--- src/hdl/two_d_radix2_fft_macros.svh ---
// Assertion macros for the two-dimensional FFT block.
// Included by files that carry concurrent assertions; needs nothing else.
`ifndef TWO_D_RADIX2_FFT_MACROS_SVH
`define TWO_D_RADIX2_FFT_MACROS_SVH

// Same-cycle implication, disabled while reset is asserted
`define TDFFT_ASSERT_IMPLY(label, clk, rst_n, ante, cons, msg) \
	label: assert property (@(posedge clk) disable iff (!rst_n) (ante) |-> (cons)) \
		else $error(msg);

// Next-cycle implication, disabled while reset is asserted
`define TDFFT_ASSERT_NEXT(label, clk, rst_n, ante, cons, msg) \
	label: assert property (@(posedge clk) disable iff (!rst_n) (ante) |=> (cons)) \
		else $error(msg);

`endif

--- src/hdl/tdfft_pkg.sv ---
// Shared types, constants and twiddle ROM functions for the 2-D FFT block.
// Used by every module of the block but tdfft_ram; depends on nothing.
`default_nettype none

package tdfft_pkg;

	localparam int LOG2_MAX_SIDE_DEF = 6;
	localparam int STORE_WIDTH_DEF   = 32;
	localparam int TWIDDLE_WIDTH_DEF = 16;
	localparam int SAMPLE_WIDTH      = 16;
	localparam int POINT_WIDTH       = 32;
	localparam int INDEX_WIDTH       = 12;
	localparam int CFG_DATA_WIDTH    = 3;

	// round(2*pi * 2^30)
	localparam longint unsigned TWO_PI_Q30 = 64'd6746518852;
	localparam longint unsigned ONE_Q30    = 64'd1073741824;

	typedef enum logic [1:0] {
		OP_LOAD      = 2'd0,
		OP_TRANSFORM = 2'd1,
		OP_READ      = 2'd2,
		OP_NONE      = 2'd3
	} op_t;

	typedef enum logic [1:0] {
		CFG_LOG2_WIDTH  = 2'd0,
		CFG_LOG2_HEIGHT = 2'd1,
		CFG_INVERSE     = 2'd2,
		CFG_UNUSED      = 2'd3
	} cfg_reg_t;

	typedef struct packed {
		op_t                            operation;
		logic [INDEX_WIDTH-1:0]         point_index;
		logic signed [SAMPLE_WIDTH-1:0] sample_real;
		logic signed [SAMPLE_WIDTH-1:0] sample_imag;
	} in_item_t;

	typedef struct packed {
		logic signed [POINT_WIDTH-1:0] point_real;
		logic signed [POINT_WIDTH-1:0] point_imag;
		logic [INDEX_WIDTH-1:0]        point_position;
	} out_item_t;

	typedef enum logic [3:0] {
		ST_IDLE,
		ST_LD_RD,
		ST_LD_WR,
		ST_BF_RB,
		ST_BF_RA,
		ST_BF_M0,
		ST_BF_M1,
		ST_BF_M2,
		ST_BF_M3,
		ST_BF_SUM,
		ST_BF_WA,
		ST_BF_WB,
		ST_WB_RD,
		ST_WB_WR
	} st_t;

	// Controller to datapath
	typedef struct packed {
		logic host_load;
		logic host_read;
		logic out_load;
		logic start;
		logic elem_inc;
		logic line_inc;
		logic bf_init;
		logic pair_step;
		logic frame_rd_eng;
		logic frame_wr_eng;
		logic line_wr_load;
		logic line_wr_a;
		logic line_wr_b;
		logic line_rd_a;
		logic line_rd_b;
		logic line_rd_elem;
		logic tw_load;
		logic b_load;
		logic a_load;
		logic mul_imag;
		logic mul_sin;
		logic xr_load;
		logic xr_sub;
		logic xi_load;
		logic xi_add;
	} cmd_t;

	// Datapath to controller
	typedef struct packed {
		logic elem_last;
		logic pair_last;
		logic stage_last;
		logic line_last;
		logic axis_col;
		logic bits_zero;
	} status_t;

	function automatic longint unsigned qmul30(input longint unsigned a,
			input longint unsigned b);
		return (a * b + 64'd536870912) >> 30;
	endfunction

	// Clamp a Q30 value to [0, 1], round half up to tw-1 fraction bits, saturate
	function automatic longint rom_round(input longint q, input int tw);
		longint r;
		longint maxv;
		longint qc;
		int     sh;
		sh   = 30 - (tw - 1);
		maxv = (64'sd1 <<< (tw - 1)) - 64'sd1;
		qc   = q;
		if (qc < 0)
			qc = 0;
		if (qc > longint'(ONE_Q30))
			qc = longint'(ONE_Q30);
		r = (qc + (64'sd1 <<< (sh - 1))) >>> sh;
		return (r > maxv) ? maxv : r;
	endfunction

	// Twiddle entry m of a table for sides of 2^l2; elaboration time only
	function automatic longint tw_value(input int m, input int l2, input int tw,
			input bit want_cos);
		bit                mirror;
		longint unsigned   mm;
		longint unsigned   x;
		longint unsigned   x2;
		longint unsigned   ts;
		longint unsigned   tc;
		longint            s;
		longint            c;
		mirror = (4 * m) > (1 << l2);
		mm     = mirror ? longint'((1 << (l2 - 1)) - m) : longint'(m);
		x      = (mm * TWO_PI_Q30) >> l2;
		x2     = qmul30(x, x);
		ts     = x;
		tc     = ONE_Q30;
		s      = longint'(x);
		c      = longint'(ONE_Q30);
		for (int n = 1; n <= 12; n++) begin
			unique case (n)
				1: begin ts = qmul30(ts, x2) / 6;   tc = qmul30(tc, x2) / 2;   end
				2: begin ts = qmul30(ts, x2) / 20;  tc = qmul30(tc, x2) / 12;  end
				3: begin ts = qmul30(ts, x2) / 42;  tc = qmul30(tc, x2) / 30;  end
				4: begin ts = qmul30(ts, x2) / 72;  tc = qmul30(tc, x2) / 56;  end
				5: begin ts = qmul30(ts, x2) / 110; tc = qmul30(tc, x2) / 90;  end
				6: begin ts = qmul30(ts, x2) / 156; tc = qmul30(tc, x2) / 132; end
				7: begin ts = qmul30(ts, x2) / 210; tc = qmul30(tc, x2) / 182; end
				8: begin ts = qmul30(ts, x2) / 272; tc = qmul30(tc, x2) / 240; end
				9: begin ts = qmul30(ts, x2) / 342; tc = qmul30(tc, x2) / 306; end
				10: begin ts = qmul30(ts, x2) / 420; tc = qmul30(tc, x2) / 380; end
				11: begin ts = qmul30(ts, x2) / 506; tc = qmul30(tc, x2) / 462; end
				12: begin ts = qmul30(ts, x2) / 600; tc = qmul30(tc, x2) / 552; end
				default: begin ts = 0; tc = 0; end
			endcase
			if ((n % 2) == 1) begin
				s = s - longint'(ts);
				c = c - longint'(tc);
			end else begin
				s = s + longint'(ts);
				c = c + longint'(tc);
			end
		end
		if (want_cos)
			return mirror ? -rom_round(c, tw) : rom_round(c, tw);
		return rom_round(s, tw);
	endfunction

endpackage

`default_nettype wire

--- src/hdl/tdfft_ctrl.sv ---
// Controller of the 2-D FFT: request handshakes and the sequencer that walks
// gather, butterfly and scatter steps. Uses tdfft_pkg.
`default_nettype none

module tdfft_ctrl import tdfft_pkg::*; (
	input  wire logic    clk,
	input  wire logic    arst_n,
	input  wire logic    item_valid,
	input  wire op_t     item_op,
	output logic         item_stall,
	output logic         result_valid,
	input  wire logic    result_stall,
	input  wire status_t status,
	output cmd_t         cmd
);

	st_t  state_q, state_d;
	logic rd_pend_q;
	logic out_valid_q;
	logic out_free;
	logic accept;

	assign out_free   = !out_valid_q || !result_stall;
	assign item_stall = (state_q != ST_IDLE) || (rd_pend_q && !out_free);
	assign accept     = item_valid && !item_stall;

	// Next state
	always_comb begin
		state_d = state_q;
		unique case (state_q)
			ST_IDLE:   if (accept && (item_op == OP_TRANSFORM)) state_d = ST_LD_RD;
			ST_LD_RD:  state_d = ST_LD_WR;
			ST_LD_WR: begin
				if (!status.elem_last)
					state_d = ST_LD_RD;
				else if (status.bits_zero)
					state_d = ST_WB_RD;
				else
					state_d = ST_BF_RB;
			end
			ST_BF_RB:  state_d = ST_BF_RA;
			ST_BF_RA:  state_d = ST_BF_M0;
			ST_BF_M0:  state_d = ST_BF_M1;
			ST_BF_M1:  state_d = ST_BF_M2;
			ST_BF_M2:  state_d = ST_BF_M3;
			ST_BF_M3:  state_d = ST_BF_SUM;
			ST_BF_SUM: state_d = ST_BF_WA;
			ST_BF_WA:  state_d = ST_BF_WB;
			ST_BF_WB: begin
				if (status.pair_last && status.stage_last)
					state_d = ST_WB_RD;
				else
					state_d = ST_BF_RB;
			end
			ST_WB_RD:  state_d = ST_WB_WR;
			ST_WB_WR: begin
				if (!status.elem_last)
					state_d = ST_WB_RD;
				else if (status.line_last && status.axis_col)
					state_d = ST_IDLE;
				else
					state_d = ST_LD_RD;
			end
			default:   state_d = ST_IDLE;
		endcase
	end

	// Commands
	always_comb begin
		cmd          = '0;
		cmd.out_load = rd_pend_q && out_free;
		unique case (state_q)
			ST_IDLE: begin
				cmd.host_load = accept && (item_op == OP_LOAD);
				cmd.host_read = accept && (item_op == OP_READ);
				cmd.start     = accept && (item_op == OP_TRANSFORM);
			end
			ST_LD_RD:  cmd.frame_rd_eng = 1'b1;
			ST_LD_WR: begin
				cmd.line_wr_load = 1'b1;
				cmd.elem_inc     = 1'b1;
				cmd.bf_init      = status.elem_last;
			end
			ST_BF_RB: begin
				cmd.line_rd_b = 1'b1;
				cmd.tw_load   = 1'b1;
			end
			ST_BF_RA: begin
				cmd.line_rd_a = 1'b1;
				cmd.b_load    = 1'b1;
			end
			ST_BF_M0:  cmd.a_load = 1'b1;
			ST_BF_M1: begin
				cmd.mul_imag = 1'b1;
				cmd.mul_sin  = 1'b1;
				cmd.xr_load  = 1'b1;
			end
			ST_BF_M2: begin
				cmd.mul_sin = 1'b1;
				cmd.xr_sub  = 1'b1;
			end
			ST_BF_M3: begin
				cmd.mul_imag = 1'b1;
				cmd.xi_load  = 1'b1;
			end
			ST_BF_SUM: cmd.xi_add = 1'b1;
			ST_BF_WA:  cmd.line_wr_a = 1'b1;
			ST_BF_WB: begin
				cmd.line_wr_b = 1'b1;
				cmd.pair_step = 1'b1;
			end
			ST_WB_RD:  cmd.line_rd_elem = 1'b1;
			ST_WB_WR: begin
				cmd.frame_wr_eng = 1'b1;
				cmd.elem_inc     = 1'b1;
				cmd.line_inc     = status.elem_last;
			end
			default: ;
		endcase
	end

	// State, read in flight and output occupancy
	always_ff @(posedge clk or negedge arst_n) begin
		if (!arst_n) begin
			state_q     <= ST_IDLE;
			rd_pend_q   <= 1'b0;
			out_valid_q <= 1'b0;
		end else begin
			state_q <= state_d;
			if (cmd.host_read)
				rd_pend_q <= 1'b1;
			else if (cmd.out_load)
				rd_pend_q <= 1'b0;
			if (cmd.out_load)
				out_valid_q <= 1'b1;
			else if (!result_stall)
				out_valid_q <= 1'b0;
		end
	end

	assign result_valid = out_valid_q;

endmodule

`default_nettype wire

--- config.mk ---
export PLATFORM = sky130hd
export DESIGN_NAME = tdfft_ctrl
export DESIGN_NICKNAME = d
export VERILOG_FILES = /design/src/hdl/two_d_radix2_fft_macros.svh /design/src/hdl/tdfft_pkg.sv /design/src/hdl/tdfft_ctrl.sv
export SDC_FILE = /design/constraint.sdc
export NUM_CORES = 1
export LEC_CHECK = 0
export ABC_AREA = 1
export BUFFER_PORTS_ARGS = -buffer_cell sky130_fd_sc_hd__buf_2
export CORE_ASPECT_RATIO = 1.2
export CORE_MARGIN = 3
export CORE_UTILIZATION = 30
export DETAILED_ROUTE_END_ITERATION = 6
export MAX_ROUTING_LAYER = met4
export PLACE_DENSITY = 0.73
export SETUP_SLACK_MARGIN = 0.4
export SLEW_MARGIN = 10
export SYNTH_ARGS = -nofsm -noshare
export SYNTH_HDL_FRONTEND = slang
export SYNTH_SLANG_ARGS = --single-unit
--- constraint.sdc ---
create_clock -name clk -period 1.6 [get_ports clk]
set_input_delay 0.32 -clock clk [delete_from_list [all_inputs] [get_ports clk]]
set_output_delay 0.32 -clock clk [all_outputs]
set_load 0.005 [all_outputs]
==> metrics.md <==
| Metric | Value |
|---|---|
| Pre-antenna DRT Iters | 4 |
| Routed Antenna Nets | 0 |
| Flops & latches, synth | 6 |
| Num CTS Buffers | 3 |
| Clock Power Share | 7.3% |
| Critical Path Fanout Max | 6 |
| Setup Viol. Count Final | 5 |
| # rows | 16 |
| Area grow syn2layout | 115% |
| Via density per instance | 4.71 |
| Leakage | 0.695 nW |
| DR iter-0 viols | 8 |
| Initial antenna violation count | 0 |
| Initial core utilization | 33.0% |
| Commonest non-fill, non-tap cell in the layout | buf_2 |
| Final setup skew | 0.000754 ns |
| Core Area | 1700 sq um |
| Dpl ws | 0.145 ns |
| CP cell instances | inv_2, nand2_4, nor2_4, nand3_4, nor3_2, buf_2 |
| R2r worst-path depth | 9 |
| Area post-placement | 779 sq um |
| Sequential share of power | 14.2% |
| Ports | 39 |
| # nets final | 171 |
| Gr ovfl total | 0 |
| Setup_tns | -0.114 ns |
| Final Wtd Congestion | 0.835 |
| Crit Path Category | reg2out |
| Max_cap viols | 0 |
| Internal power | 1.05 mW |
| Die area | 2430 sq um |
| CP max stage delay | 0.38 ns |
| R2R Setup Slk | 0.22 ns |
| Synthesized area | 562 sq um |
| Tmin final | 1.65 ns |
| Total power | 1.96 mW |
| PwrDens | 1630 nW/um^2 |
| Sequential fraction of the synthesis area | 26.7% |
| Worst Setup Start Kind | register |
| First-pass GRT wire length | 3050 um |
| Final Cell Area | 1210 sq um |
| H-tree lvl count | 1 |
| Post-DP HPWL | 1370 um |
| Final Slew Violations | 0 |
| IO Port Bufs | 38 |
| DRC | 0 |
| Synth Net Count | 105 |
| Syn avg cell area | 6.04 sq um |
| Final setup margin | -0.0466 ns |
| Synth Instances | 93 |
| Worst setup EP type | primary output |
| Worst slew margin | 73.6% |
| Max VDD drop | 0.799 mV |
| Final non-filler cell total | 175 |
| Final Hold Fails | 0 |
| CTS sink cnt | 6 |
| Clock Pin Slew Worst Setup and Hold Paths | 0.05 ns |
| Fillers | 133 |
| Layout cell share with drive strength beyond 1 | 68.2% |
| CTS Buffer Depth | 2 |
| Die Wd | 45.5 um |
| Reg2reg start | state_q[2]$_DFFE_PN0P_ |
| Synth cell types | 22 |
| Vias in the first global route | 721 |
| Failing checks | setup timing |
| WL/cell | 13.4 um |
| Hold WC Path Type | in2reg |
| CTS tree | yes |
| Routed via count | 825 |
| Largest net degree at the start of global routing | 7 |
| Outcome | complete, but fails checks |
| Hold slack | 0.314 ns |
| Data arrival, critical path | 1.33 ns |
| Max stage delay cell, worst path | dfrtp_1 |
| Net Sw Frac | 46.7% |
| Placed Cells | 148 |
| Crit. Startpoint | state_q[1]$_DFFE_PN0P_ |
| Final WL | 2340 um |
| Logic gate share of total power | 78.5% |
| Chip height | 53.4 um |
| Total GRT Usage | 17.6% |
| Psw | 918 uW |
| Worst Tran Pin Value | 0.393 ns |
| Post-route core utilization | 70.9% |
| Final Cycle Share | 103% |
| Yosys warning count | 0 |
| R2r endpoint | state_q[3]$_DFFE_PN0P_ |
| Unrepaired setup endpoints after global routing | true |
| Clock root buffer | clkbuf_4 |
| Worst skew pair latency | 0.24 ns |
| Antenna cells | 0 |
| Worst Path Required | 1.28 ns |
| CP endpoint | cmd[24] |
| Fmax achieved | 607 MHz |
| Commonest non-fill, non-tap cells in the layout | buf_2 (33), buf_6 (19), nand2_1 (14), nor2_4 (11), buf_4 (11) |
how the worst min path moves through the flow:
stage            startpoint                       end  slack, ns  depth (start not counted)
6_report       result_stall  result_valid$_DFFE_PN0P_       0.31                          3
5_1_grt        result_stall  result_valid$_DFFE_PN0P_       0.33                          3
4_1_cts        result_stall  result_valid$_DFFE_PN0P_       0.31                          3
3_5_place_dp         arst_n     rd_pend_q$_DFFE_PN0P_       0.15                          1
3_3_place_gp         arst_n  result_valid$_DFFE_PN0P_       0.15                          1
2_1_floorplan        arst_n     rd_pend_q$_DFFE_PN0P_       0.02                          0
final cells by class:
cell class	instances	area, sq um	area share [%]
clock buffer	3	22.5	1.87
inverter	21	91.3	7.57
multi-input combinational	63	444	36.8
sequential	6	154	12.8
tap	18	22.5	1.87
timing repair buffer	64	472	39.1
timing repair:
action	CTS	global route
setup endpoints to repair	26	30
pin swaps	14	11
hold endpoints to repair	6	0
setup buffers	17	6
resized for setup	25	39
hold buffers	1	0
registers in the layout, summed over array words and instances, names as in the netlist:
register	flops
rd_pend_q	1
result_valid	1
state_q	4
routing by layer:
metal,GRT usage (%),vias to the layer above,wire (um)
li1,-,408,-
met1,17.7,391,815
met2,34.2,26,1420
met3,4.42,0,103
met4,1.46,0,0
met5,-,-,0
critical path: cells and delay by family (launching register included):
kind,cells,cell delay (ns)
buffers and inverters,2,0.25
and+or+nand+nor,4,0.45
DFF,1,0.38
cell families after synthesis:
| family | share of synthesized area [%] |
|---|---|
| AO/OA/AOI/OAI | 9.35 |
| buffers and inverters | 18.0 |
| flip-flops | 26.7 |
| AND/OR/NAND/NOR | 45.9 |
power by group through the flow:
stage	logic (mW)	registers, mW	clock network, mW
floorplan	0.513	0.271	0
global placement	0.760	0.262	0
detailed placement	0.781	0.267	0
CTS	1.19	0.267	0.146
global route	1.65	0.285	0.157
finish	1.54	0.279	0.144
synthesized netlist by cell type:
master	count	share of area, %
nand2_1	16	11
nor2_2	4	4.5
nand3b_1	1	1.3
nand3_1	2	1.8
nor3_1	1	0.89
nand3_2	1	1.8
nor2_4	1	2.0
o21ai_1	1	0.89
o31ai_1	1	1.3
a21oi_1	3	2.7
nor3_2	1	1.8
nand2_2	5	5.6
nor2_1	20	13
dfrtp_1	6	27
inv_2	3	2.0
buf_4	3	4.0
or2_2	1	1.1
a211oi_1	1	1.3
nand4_1	1	1.1
o211ai_1	1	1.3
o21ai_0	2	1.8
inv_1	18	12
Power figures use the tool's default switching activity.
